`src/hdl/iist_pkg.sv`:
```
// ----------------------------------------------------------------------------
// iist_pkg
// Shared constants, widths and helpers for the inverse interpolation stepper
// target unit.
// ----------------------------------------------------------------------------
package iist_pkg;

   // Table geometry and stepper scale
   localparam int NUM_POINTS     = 10;
   localparam int STEPS_PER_TURN = 200;

   localparam int IDX_W  = $clog2(NUM_POINTS);
   localparam int DATA_W = 16;
   localparam int POS_W  = 16;
   localparam int DLT_W  = 17;

   // Segment search bounds
   localparam logic [IDX_W-1:0] LAST_SEG     = IDX_W'(NUM_POINTS - 3);
   localparam logic [IDX_W-1:0] FALLBACK_SEG = IDX_W'(NUM_POINTS - 2);
   localparam logic [IDX_W-1:0] LAST_ENTRY   = IDX_W'(NUM_POINTS - 1);

   // Positions written on calibration end and on a negative quotient
   localparam int CAL_POS_INT = (NUM_POINTS * STEPS_PER_TURN > 65535) ? 65535 :
                                NUM_POINTS * STEPS_PER_TURN;
   localparam logic [POS_W-1:0] CAL_POS    = POS_W'(CAL_POS_INT);
   localparam logic [POS_W-1:0] NEG_TARGET = POS_W'(STEPS_PER_TURN / 10);
   localparam logic [POS_W-1:0] POS_MAX    = '1;

   // Opcodes
   localparam logic OP_LOAD    = 1'b0;
   localparam logic OP_REQUEST = 1'b1;

   // Datapath widths
   localparam int SCL_W   = DATA_W + 4;                      // 9*t or 10*y
   localparam int KM_W    = $clog2(10 * (NUM_POINTS - 1) + 1);
   localparam int SLOPE_W = DATA_W + 1;                      // d, signed
   localparam int PROD_W  = SLOPE_W + KM_W + 1;
   localparam int TERM_W  = SCL_W + 1;
   localparam int INNER_W = ((PROD_W > TERM_W) ? PROD_W : TERM_W) + 1;
   localparam int S_W     = $clog2(STEPS_PER_TURN + 1);
   localparam int NUM_W   = INNER_W + S_W;
   localparam int DEN_W   = SLOPE_W + 4;
   localparam int QUO_W   = NUM_W - 1;
   localparam int DVS_W   = DEN_W - 1;

   localparam logic signed [NUM_W-1:0] STEPS_S = NUM_W'(STEPS_PER_TURN);

   function automatic logic [SCL_W-1:0] times9(input logic [DATA_W-1:0] v);
      logic [SCL_W-1:0] x;
      x = SCL_W'(v);
      return (x << 3) + x;
   endfunction

   function automatic logic [SCL_W-1:0] times10(input logic [DATA_W-1:0] v);
      logic [SCL_W-1:0] x;
      x = SCL_W'(v);
      return (x << 3) + (x << 1);
   endfunction

endpackage

```
`src/hdl/iist_table_mem.sv`:
```
// ----------------------------------------------------------------------------
// iist_table_mem
// Calibration table storage: one write port, one registered read port, with
// per-entry valid bits so unwritten entries read as zero after reset.
// ----------------------------------------------------------------------------
module iist_table_mem
   import iist_pkg::*;
(
   input  logic              clock,
   input  logic              reset,
   input  logic              wr_en,
   input  logic [IDX_W-1:0]  wr_addr,
   input  logic [DATA_W-1:0] wr_data,
   input  logic [IDX_W-1:0]  rd_addr,
   output logic [DATA_W-1:0] rd_data
);

   logic [DATA_W-1:0]     mem [NUM_POINTS];
   logic [NUM_POINTS-1:0] valid_ff;
   logic [DATA_W-1:0]     rd_q_ff;
   logic                  rd_vld_ff;

   // Storage array and registered read
   always_ff @(posedge clock) begin
      if (wr_en) begin
         mem[wr_addr] <= wr_data;
      end
      rd_q_ff <= mem[rd_addr];
   end

   // Valid bits, cleared by reset
   always_ff @(posedge clock) begin
      if (reset) begin
         valid_ff  <= '0;
         rd_vld_ff <= 1'b0;
      end else begin
         if (wr_en) begin
            valid_ff[wr_addr] <= 1'b1;
         end
         rd_vld_ff <= valid_ff[rd_addr];
      end
   end

   assign rd_data = rd_vld_ff ? rd_q_ff : '0;

endmodule

```
`src/hdl/iist_divider.sv`:
```
// ----------------------------------------------------------------------------
// iist_divider
// Unsigned restoring divider, one quotient bit per cycle.
// ----------------------------------------------------------------------------
module iist_divider
   import iist_pkg::*;
(
   input  logic             clock,
   input  logic             reset,
   input  logic             start,
   input  logic [QUO_W-1:0] dividend,
   input  logic [DVS_W-1:0] divisor,
   output logic             done,
   output logic [QUO_W-1:0] quotient
);

   localparam int CNT_W = $clog2(QUO_W + 1);

   logic             active_ff, active_in;
   logic             done_ff, done_in;
   logic [CNT_W-1:0] cnt_ff, cnt_in;
   logic [QUO_W-1:0] quo_ff, quo_in;
   logic [DVS_W-1:0] rem_ff, rem_in;
   logic [DVS_W-1:0] dvs_ff, dvs_in;
   logic [DVS_W:0]   rem_shift;
   logic             fits;

   // One restoring step: shift in the next dividend bit, subtract if it fits
   always_comb begin
      rem_shift = {rem_ff, quo_ff[QUO_W-1]};
      fits      = rem_shift >= {1'b0, dvs_ff};
      active_in = active_ff;
      done_in   = 1'b0;
      cnt_in    = cnt_ff;
      quo_in    = quo_ff;
      rem_in    = rem_ff;
      dvs_in    = dvs_ff;
      if (start) begin
         active_in = 1'b1;
         cnt_in    = CNT_W'(QUO_W);
         quo_in    = dividend;
         rem_in    = '0;
         dvs_in    = divisor;
      end else if (active_ff) begin
         quo_in = {quo_ff[QUO_W-2:0], fits};
         rem_in = fits ? DVS_W'(rem_shift - {1'b0, dvs_ff}) : DVS_W'(rem_shift);
         cnt_in = cnt_ff - CNT_W'(1);
         if (cnt_ff == CNT_W'(1)) begin
            active_in = 1'b0;
            done_in   = 1'b1;
         end
      end
   end

   // Control
   always_ff @(posedge clock) begin
      if (reset) begin
         active_ff <= 1'b0;
         done_ff   <= 1'b0;
         cnt_ff    <= '0;
      end else begin
         active_ff <= active_in;
         done_ff   <= done_in;
         cnt_ff    <= cnt_in;
      end
   end

   // Datapath
   always_ff @(posedge clock) begin
      quo_ff <= quo_in;
      rem_ff <= rem_in;
      dvs_ff <= dvs_in;
   end

   assign done     = done_ff;
   assign quotient = quo_ff;

endmodule

```
`src/hdl/inverse_interp_stepper_target_unit.sv`:
```
// ----------------------------------------------------------------------------
// inverse_interp_stepper_target_unit
// Calibration table of stroke times with inverse linear interpolation to a
// stepper target position.
// ----------------------------------------------------------------------------
// A load returns nothing. A request is answered after a table scan through the
// single read port, the fetch and arithmetic steps, the 33-step radix-2 divider
// and the output register. A flat segment or a negative quotient skips the divider.
// One request is taken at a time; loads are taken one per cycle when idle.
// Reset clears the table, the position and control.
module inverse_interp_stepper_target_unit
   import iist_pkg::*;
(
   input  logic                    clock,
   input  logic                    reset,
   input  logic                    req_valid,
   output logic                    req_ready,
   input  logic                    req_opcode,
   input  logic [3:0]              req_entry_index,
   input  logic [15:0]             req_entry_ms,
   input  logic [15:0]             req_inspiration_ms,
   output logic                    rsp_valid,
   input  logic                    rsp_ready,
   output logic [15:0]             rsp_target_steps,
   output logic signed [16:0]      rsp_step_delta,
   output logic                    rsp_div_error
);

   // Sequencer states
   localparam logic [3:0] ST_IDLE  = 4'd0;
   localparam logic [3:0] ST_SCAN  = 4'd1;
   localparam logic [3:0] ST_RD0   = 4'd2;
   localparam logic [3:0] ST_RD1   = 4'd3;
   localparam logic [3:0] ST_RD2   = 4'd4;
   localparam logic [3:0] ST_MUL   = 4'd5;
   localparam logic [3:0] ST_SUM   = 4'd6;
   localparam logic [3:0] ST_SCALE = 4'd7;
   localparam logic [3:0] ST_SIGN  = 4'd8;
   localparam logic [3:0] ST_DIV   = 4'd9;
   localparam logic [3:0] ST_DONE  = 4'd10;

   logic [3:0]                state_ff, state_in;
   logic [IDX_W-1:0]          issue_ff, issue_in;
   logic [IDX_W-1:0]          chk_ff, chk_in;
   logic [IDX_W-1:0]          k_ff, k_in;
   logic                      rvld_ff, rvld_in;
   logic [SCL_W-1:0]          t9_ff, t9_in;
   logic [DATA_W-1:0]         y0_ff, y0_in;
   logic [DATA_W-1:0]         y1_ff, y1_in;
   logic signed [SLOPE_W-1:0] d_ff, d_in;
   logic signed [PROD_W-1:0]  prod_ff, prod_in;
   logic signed [TERM_W-1:0]  term_ff, term_in;
   logic signed [INNER_W-1:0] inner_ff, inner_in;
   logic signed [NUM_W-1:0]   num_ff, num_in;
   logic signed [DEN_W-1:0]   den_ff, den_in;
   logic [POS_W-1:0]          res_ff, res_in;
   logic                      err_ff, err_in;
   logic [POS_W-1:0]          position_ff, position_in;
   logic                      rsp_valid_ff, rsp_valid_in;
   logic [POS_W-1:0]          rsp_target_ff, rsp_target_in;
   logic [DLT_W-1:0]          rsp_delta_ff, rsp_delta_in;
   logic                      rsp_err_ff, rsp_err_in;

   logic                      req_fire;
   logic                      mem_wr_en;
   logic [IDX_W-1:0]          mem_rd_addr;
   logic [DATA_W-1:0]         mem_rd_data;
   logic                      div_start;
   logic                      div_done;
   logic [QUO_W-1:0]          div_quotient;
   logic [QUO_W-1:0]          num_abs;
   logic [DVS_W-1:0]          den_abs;
   logic                      neg_quot;
   logic [KM_W-1:0]           kp1;
   logic [KM_W-1:0]           km10;
   logic                      load_last;

   assign req_ready = (state_ff == ST_IDLE);
   assign req_fire  = req_valid && req_ready;
   assign mem_wr_en = req_fire && (req_opcode == OP_LOAD) &&
                      (req_entry_index < 4'(NUM_POINTS));
   assign load_last = mem_wr_en && (req_entry_index[IDX_W-1:0] == LAST_ENTRY);

   // Table memory
   iist_table_mem u_table (
      .clock   (clock),
      .reset   (reset),
      .wr_en   (mem_wr_en),
      .wr_addr (req_entry_index[IDX_W-1:0]),
      .wr_data (req_entry_ms),
      .rd_addr (mem_rd_addr),
      .rd_data (mem_rd_data)
   );

   // Sign handling and magnitudes for the divider
   assign neg_quot  = (num_ff != '0) && (num_ff[NUM_W-1] != den_ff[DEN_W-1]);
   assign num_abs   = num_ff[NUM_W-1] ? QUO_W'(-num_ff) : QUO_W'(num_ff);
   assign den_abs   = den_ff[DEN_W-1] ? DVS_W'(-den_ff) : DVS_W'(den_ff);
   assign div_start = (state_ff == ST_SIGN) && !neg_quot;

   iist_divider u_divider (
      .clock    (clock),
      .reset    (reset),
      .start    (div_start),
      .dividend (num_abs),
      .divisor  (den_abs),
      .done     (div_done),
      .quotient (div_quotient)
   );

   // 10*(k+1) for the chosen segment
   assign kp1  = KM_W'(k_ff) + KM_W'(1);
   assign km10 = (kp1 << 3) + (kp1 << 1);

   // Sequencer and datapath next state
   always_comb begin
      state_in      = state_ff;
      issue_in      = issue_ff;
      chk_in        = chk_ff;
      k_in          = k_ff;
      rvld_in       = 1'b0;
      t9_in         = t9_ff;
      y0_in         = y0_ff;
      y1_in         = y1_ff;
      d_in          = d_ff;
      prod_in       = prod_ff;
      term_in       = term_ff;
      inner_in      = inner_ff;
      num_in        = num_ff;
      den_in        = den_ff;
      res_in        = res_ff;
      err_in        = err_ff;
      position_in   = position_ff;
      rsp_valid_in  = rsp_valid_ff && !rsp_ready;
      rsp_target_in = rsp_target_ff;
      rsp_delta_in  = rsp_delta_ff;
      rsp_err_in    = rsp_err_ff;
      mem_rd_addr   = k_ff;

      case (state_ff)
         ST_IDLE: begin
            if (req_fire) begin
               if (req_opcode == OP_REQUEST) begin
                  t9_in    = times9(req_inspiration_ms);
                  issue_in = '0;
                  chk_in   = '0;
                  state_in = ST_SCAN;
               end else if (load_last) begin
                  position_in = CAL_POS;
               end
            end
         end
         // Read entries 1..N-2 back to back, compare in the next cycle
         ST_SCAN: begin
            mem_rd_addr = issue_ff + IDX_W'(1);
            if (issue_ff <= LAST_SEG) begin
               issue_in = issue_ff + IDX_W'(1);
               rvld_in  = 1'b1;
            end
            if (rvld_ff) begin
               if (t9_ff > times10(mem_rd_data)) begin
                  k_in     = chk_ff;
                  state_in = ST_RD0;
               end else if (chk_ff == LAST_SEG) begin
                  k_in     = FALLBACK_SEG;
                  state_in = ST_RD0;
               end else begin
                  chk_in = chk_ff + IDX_W'(1);
               end
            end
         end
         ST_RD0: begin
            mem_rd_addr = k_ff;
            state_in    = ST_RD1;
         end
         ST_RD1: begin
            mem_rd_addr = k_ff + IDX_W'(1);
            y0_in       = mem_rd_data;
            state_in    = ST_RD2;
         end
         ST_RD2: begin
            y1_in    = mem_rd_data;
            state_in = ST_MUL;
         end
         // d, 10*(k+1)*d and 9t - 10*y_k
         ST_MUL: begin
            d_in     = signed'({1'b0, y1_ff}) - signed'({1'b0, y0_ff});
            prod_in  = PROD_W'(signed'({1'b0, km10})) * PROD_W'(d_in);
            term_in  = signed'({1'b0, t9_ff}) - signed'({1'b0, times10(y0_ff)});
            state_in = ST_SUM;
         end
         ST_SUM: begin
            if (d_ff == '0) begin
               err_in   = 1'b1;
               res_in   = position_ff;
               state_in = ST_DONE;
            end else begin
               err_in   = 1'b0;
               inner_in = INNER_W'(prod_ff) + INNER_W'(term_ff);
               state_in = ST_SCALE;
            end
         end
         ST_SCALE: begin
            num_in   = NUM_W'(inner_ff) * STEPS_S;
            den_in   = (DEN_W'(d_ff) <<< 3) + (DEN_W'(d_ff) <<< 1);
            state_in = ST_SIGN;
         end
         ST_SIGN: begin
            if (neg_quot) begin
               res_in   = NEG_TARGET;
               state_in = ST_DONE;
            end else begin
               state_in = ST_DIV;
            end
         end
         ST_DIV: begin
            if (div_done) begin
               res_in   = (div_quotient > QUO_W'(POS_MAX)) ? POS_MAX :
                          div_quotient[POS_W-1:0];
               state_in = ST_DONE;
            end
         end
         // Hand the result to the output register once it is free
         ST_DONE: begin
            if (!rsp_valid_ff || rsp_ready) begin
               rsp_valid_in  = 1'b1;
               rsp_target_in = res_ff;
               rsp_err_in    = err_ff;
               rsp_delta_in  = err_ff ? '0 :
                               {1'b0, position_ff} - {1'b0, res_ff};
               if (!err_ff) begin
                  position_in = res_ff;
               end
               state_in = ST_IDLE;
            end
         end
         default: begin
            state_in = ST_IDLE;
         end
      endcase
   end

   // Control registers
   always_ff @(posedge clock) begin
      if (reset) begin
         state_ff     <= ST_IDLE;
         issue_ff     <= '0;
         chk_ff       <= '0;
         rvld_ff      <= 1'b0;
         position_ff  <= '0;
         rsp_valid_ff <= 1'b0;
      end else begin
         state_ff     <= state_in;
         issue_ff     <= issue_in;
         chk_ff       <= chk_in;
         rvld_ff      <= rvld_in;
         position_ff  <= position_in;
         rsp_valid_ff <= rsp_valid_in;
      end
   end

   // Payload registers
   always_ff @(posedge clock) begin
      k_ff          <= k_in;
      t9_ff         <= t9_in;
      y0_ff         <= y0_in;
      y1_ff         <= y1_in;
      d_ff          <= d_in;
      prod_ff       <= prod_in;
      term_ff       <= term_in;
      inner_ff      <= inner_in;
      num_ff        <= num_in;
      den_ff        <= den_in;
      res_ff        <= res_in;
      err_ff        <= err_in;
      rsp_target_ff <= rsp_target_in;
      rsp_delta_ff  <= rsp_delta_in;
      rsp_err_ff    <= rsp_err_in;
   end

   assign rsp_valid        = rsp_valid_ff;
   assign rsp_target_steps = rsp_target_ff;
   assign rsp_step_delta   = signed'(rsp_delta_ff);
   assign rsp_div_error    = rsp_err_ff;

`ifndef SYNTHESIS
   // A flat segment reports no motion
   a_err_no_motion: assert property (@(posedge clock) disable iff (reset)
      (rsp_valid && rsp_div_error) |-> (rsp_step_delta == '0))
      else $error("flat-segment result with nonzero motion");

   // Position moves only on a finished request or a calibration end
   a_position_hold: assert property (@(posedge clock) disable iff (reset)
      (state_ff != ST_DONE && !load_last) |=> $stable(position_ff))
      else $error("position changed outside of a result or calibration end");

   // Divider completes only while the sequencer waits for it
   a_div_done_state: assert property (@(posedge clock) disable iff (reset)
      div_done |-> (state_ff == ST_DIV))
      else $error("divider finished outside of the divide state");

   // Divider starts only from the sign state with the request in flight
   a_div_start: assert property (@(posedge clock) disable iff (reset)
      div_start |=> (state_ff == ST_DIV && !req_ready))
      else $error("divider started without entering the divide state");
`endif

endmodule
```
`config.mk`:
```
export PLATFORM = sky130hd
export DESIGN_NAME = inverse_interp_stepper_target_unit
export DESIGN_NICKNAME = d
export VERILOG_FILES = /design/src/hdl/iist_pkg.sv /design/src/hdl/iist_table_mem.sv /design/src/hdl/iist_divider.sv /design/src/hdl/inverse_interp_stepper_target_unit.sv
export SDC_FILE = /design/constraint.sdc
export NUM_CORES = 1
export LEC_CHECK = 0
export BUFFER_PORTS_ARGS = -buffer_cell sky130_fd_sc_hd__buf_4
export CAP_MARGIN = 40
export CORE_MARGIN = 2
export CORE_UTILIZATION = 50
export CTS_CLUSTER_DIAMETER = 50
export DETAILED_ROUTE_END_ITERATION = 10
export GPL_ROUTABILITY_DRIVEN = 0
export MAX_ROUTING_LAYER = met4
export PLACE_DENSITY = 0.69
export SETUP_SLACK_MARGIN = 0.02
export SLEW_MARGIN = 30
export SYNTH_ARGS = -nofsm -noshare
export SYNTH_HDL_FRONTEND = slang
export SYNTH_SLANG_ARGS = --single-unit
```
`constraint.sdc`:
```
create_clock -name clock -period 6.65 [get_ports clock]
set_input_delay 0.665 -clock clock [delete_from_list [all_inputs] [get_ports clock]]
set_output_delay 0.665 -clock clock [all_outputs]
set_load 0.02 [all_outputs]
```
==> summary.md <==
| Metric | Value |
|---|---|
| Crit path top cell by count | `inv_1` |
| Number of fill cells | `5,539` |
| Die footprint | `0.0706 mm^2` |
| Top Family by Delay on Critical Path | `adder cells` |
| Max FO, Critical Path | `6` |
| Dpl hpwl | `53.4 mm` |
| Area growth from synthesis to final layout | `13.0%` |
| Worst reg2reg path startpoint | `y0_ff[1]` |
| Proportion of layout cells with a drive suffix above 1 | `0.116` |
| Library cell contributing the largest single delay on the critical path | `fa_1` |
| Via count of the first global-routing pass | `23,494` |
| First-pass detailed-route iteration total | `6` |
| Crit path buf inv count | `7` |
| WHS | `0.242 ns` |
| Root buffer cell | `clkbuf_16` |
| # port buffers | `76` |
| WL/cell | `17.0 um` |
| Pre-CTS setup slack | `-0.0980 ns` |
| Most used DFF post-synth | `edfxtp_1` |
| Quantity of hold-fixing buffers added after cts | `0` |
| Clock buffer depth | `3` |
| Antenna violations before repair | `1` |
| Count of antenna-violating nets left after detailed routing | `0` |
| Reg-to-reg slack, setup | `0.31 ns` |
| Clock-pin slew on the worst setup and hold paths | `0.06 ns` |
| Syn_area_per_cell | `11.0 um^2` |
| Ys async rst share | `0` |
| Post-layout minimum cycle time | `6.34 ns` |
| Drt total wl | `71.4 mm` |
| Highest clock rate | `0.158 GHz` |
| Maximum vdd drop | `0.411 mV` |
| Number of hold violations in the final report | `0` |
| Total of max-cap violations | `0` |
| Average vias per placed instance | `5.59` |
| Post-route cell area | `0.0387 mm^2` |
| Residual overflow from global routing | `0` |
| Critical path capture point | `prod_ff[22]` |
| Clock tree from TritonCTS | `yes` |
| Die width | `266 um` |
| Worst-skew pair later-pin latency | `0.62 ns` |
| Antenna cell count | `0` |
| Remaining design rule violation count | `0` |
| Overall routing resource usage | `0.208` |
| Row count | `95` |
| Start point of the critical path | `y0_ff[1]` |
| Register bit total from synthesis | `543` |
| Post-synth design cell area | `0.0342 mm^2` |
| Arrival @ worst endpoint | `6.69 ns` |
| Wire length of the first global-routing pass | `116 mm` |
| Capturing element type of the critical path | `flip-flop` |
| Fin Clk Skew | `0.0207 ns` |
| Largest net degree at the start of global routing | `68` |
| Num CTS Buffers | `68` |
| Leak Pwr | `16.0 nW` |
| Number of primary I/O pins | `77` |
| Delay of the slowest cell on the worst path | `0.55 ns` |
| Setup-failing EPs final | `0` |
| R2r endpoint | `prod_ff[22]` |
| Floorplan core area | `0.0675 mm^2` |
| Vias | `23,412` |
| Logic depth of the worst setup path including buffers | `28` |
| Share of the clock period used by the worst path after layout | `0.954` |
| Number of instances in the synthesized netlist | `3,121` |
| Worst hold-check path type | `input port to flip-flop` |
| Fin. max-slew vios | `0` |
| Reg2Reg Depth | `28` |
| Required time at the worst-slack endpoint | `7.00 ns` |
| Synth Net Count | `3,591` |
| Max-Slew Margin vs Limit | `0.441` |
| Initial Utilization | `0.507` |
| Top-count cell post-synth | `edfxtp_1` |
| Area share of the largest cell type after synthesis | `0.402` |
| Die H | `266 um` |
| Worst setup path category | `flip-flop to flip-flop` |
| Number of H-tree levels | `3` |
| Post-synth EDFFs | `458` |
| Cell types with the largest area share after synthesis | `edfxtp_1 40%, ha_1 11%, fa_1 6.7%, dfxtp_1 5.0%, inv_1 4.2%` |
| Result of the run | `completed` |
| Final setup slack of the worst path | `0.309 ns` |
| Placed cell area | `0.0362 mm^2` |
| Warning count from the yosys run | `0` |
| Layout Nets | `3,731` |
| Cell types with the highest counts after synthesis | `458 x edfxtp_1, 379 x inv_1, 314 x ha_1` |
| Proportion of synthesized chip area in sequential cells | `0.452` |
| Number of sinks on the clock net | `543` |
| Drt initial violations | `1,596` |
| Largest area contributor in the netlist | `edfxtp_1` |
| Worst Setup Start Kind | `flip-flop` |
| Pwr dens | `448 mW/mm^2` |
| Netlist cell types | `84` |
| Transition time at the pin with the least slew margin | `0.835 ns` |
## cells in the final DEF, fill, tap and decap left out, types with 57 or more instances in the layout
cell,count
nand2_1,166
o21ai_0,132
fa_1,114
inv_1,378
ha_1,309
xnor2_1,133
a21o_1,57
edfxtp_1,458
buf_4,142
clkbuf_16,68
a21oi_1,175
nor2_1,232
xor2_1,71
dfxtp_1,85
## logic make-up (layout without fill, tap and decap cells)
kind of cell	after synthesis	count (layout)	synth area share
AND/OR/NAND/NOR	775	775	0.111
buffers and inverters	461	656	0.0513
AO/OA/AOI/OAI	639	639	0.119
adder cells (fa/ha/maj)	429	429	0.182
multiplexers	68	68	0.0324
XOR/XNOR	206	206	0.0527
flip-flops	543	543	0.452
## area by class of cell
cell class	instances	area, um^2	area share
well taps	873	1090	0.0283
multi-input cells	2117	17300	0.446
inverters	381	1430	0.0370
repair buffers	150	1160	0.0300
clock buffers	82	1770	0.0459
clock inverters	43	493	0.0128
flip-flops and latches	543	15500	0.400
## sequential cells by signal, indices dropped and copies added (netlist names), 10 cells and up
signal	flops
u_divider.dvs_ff	19
num_ff	31
t9_ff	20
position_ff	16
d_ff	17
u_divider.quotient	33
u_table.valid_ff	10
inner_ff	26
res_ff	16
den_ff	20
y0_ff	16
term_ff	21
u_divider.rem_ff	20
y1_ff	16
u_table.mem	160
prod_ff	24
u_table.rd_q_ff	16
rsp_target_steps	16
rsp_step_delta	17
## layer usage
metal / track usage / up-vias / share of wire
li1: - / 11429 / -
met1: 0.249 / 11310 / 0.42
met2: 0.362 / 545 / 0.50
met3: 0.0301 / 128 / 0.045
met4: 0.0706 / 0 / 0.030
met5: - / - / 0
## worst min path at each step
stage | to | depth (start not counted) | slack (ns) | start
floorplan | inner_ff[0] | 0 | 0.40 | term_ff[0]
global placement | inner_ff[0] | 0 | 0.41 | term_ff[0]
detailed placement | inner_ff[0] | 0 | 0.44 | term_ff[0]
CTS | t9_ff[0] | 1 | 0.21 | req_inspiration_ms[0]
global route | t9_ff[0] | 1 | 0.21 | req_inspiration_ms[0]
finish | t9_ff[0] | 1 | 0.24 | req_inspiration_ms[0]
## per-stage QoR
stage / utilization / power, mW / TNS, ns / instances
final: 0.573 / 17.3 / 0 / 4189
after global routing: 0.573 / 18.6 / -0.0128 / 4189
after CTS: 0.570 / 16.8 / 0 / 4183
after detailed placement: 0.536 / 13.0 / -0.158 / 4058
after global placement: 0.535 / 12.7 / 0 / 4053
after floorplan: - / 11.0 / 0 / 3121
## power by group
| group | switching [mW] | total (mW) | internal [mW] |
|---|---|---|---|
| Combinational | 5.00 | 9.03 | 4.03 |
| Sequential | 0.205 | 4.61 | 4.40 |
| Clock | 1.49 | 3.68 | 2.19 |
| Total | 6.70 | 17.3 | 10.6 |
## repair_timing
| action | in CTS | in global routing |
|---|---|---|
| setup buffers | 0 | 3 |
| setup endpoints to repair | 3 | 5 |
| resized for setup | 4 | 33 |
| pin swaps | 2 | 15 |
Power figures use the tool's default switching activity.
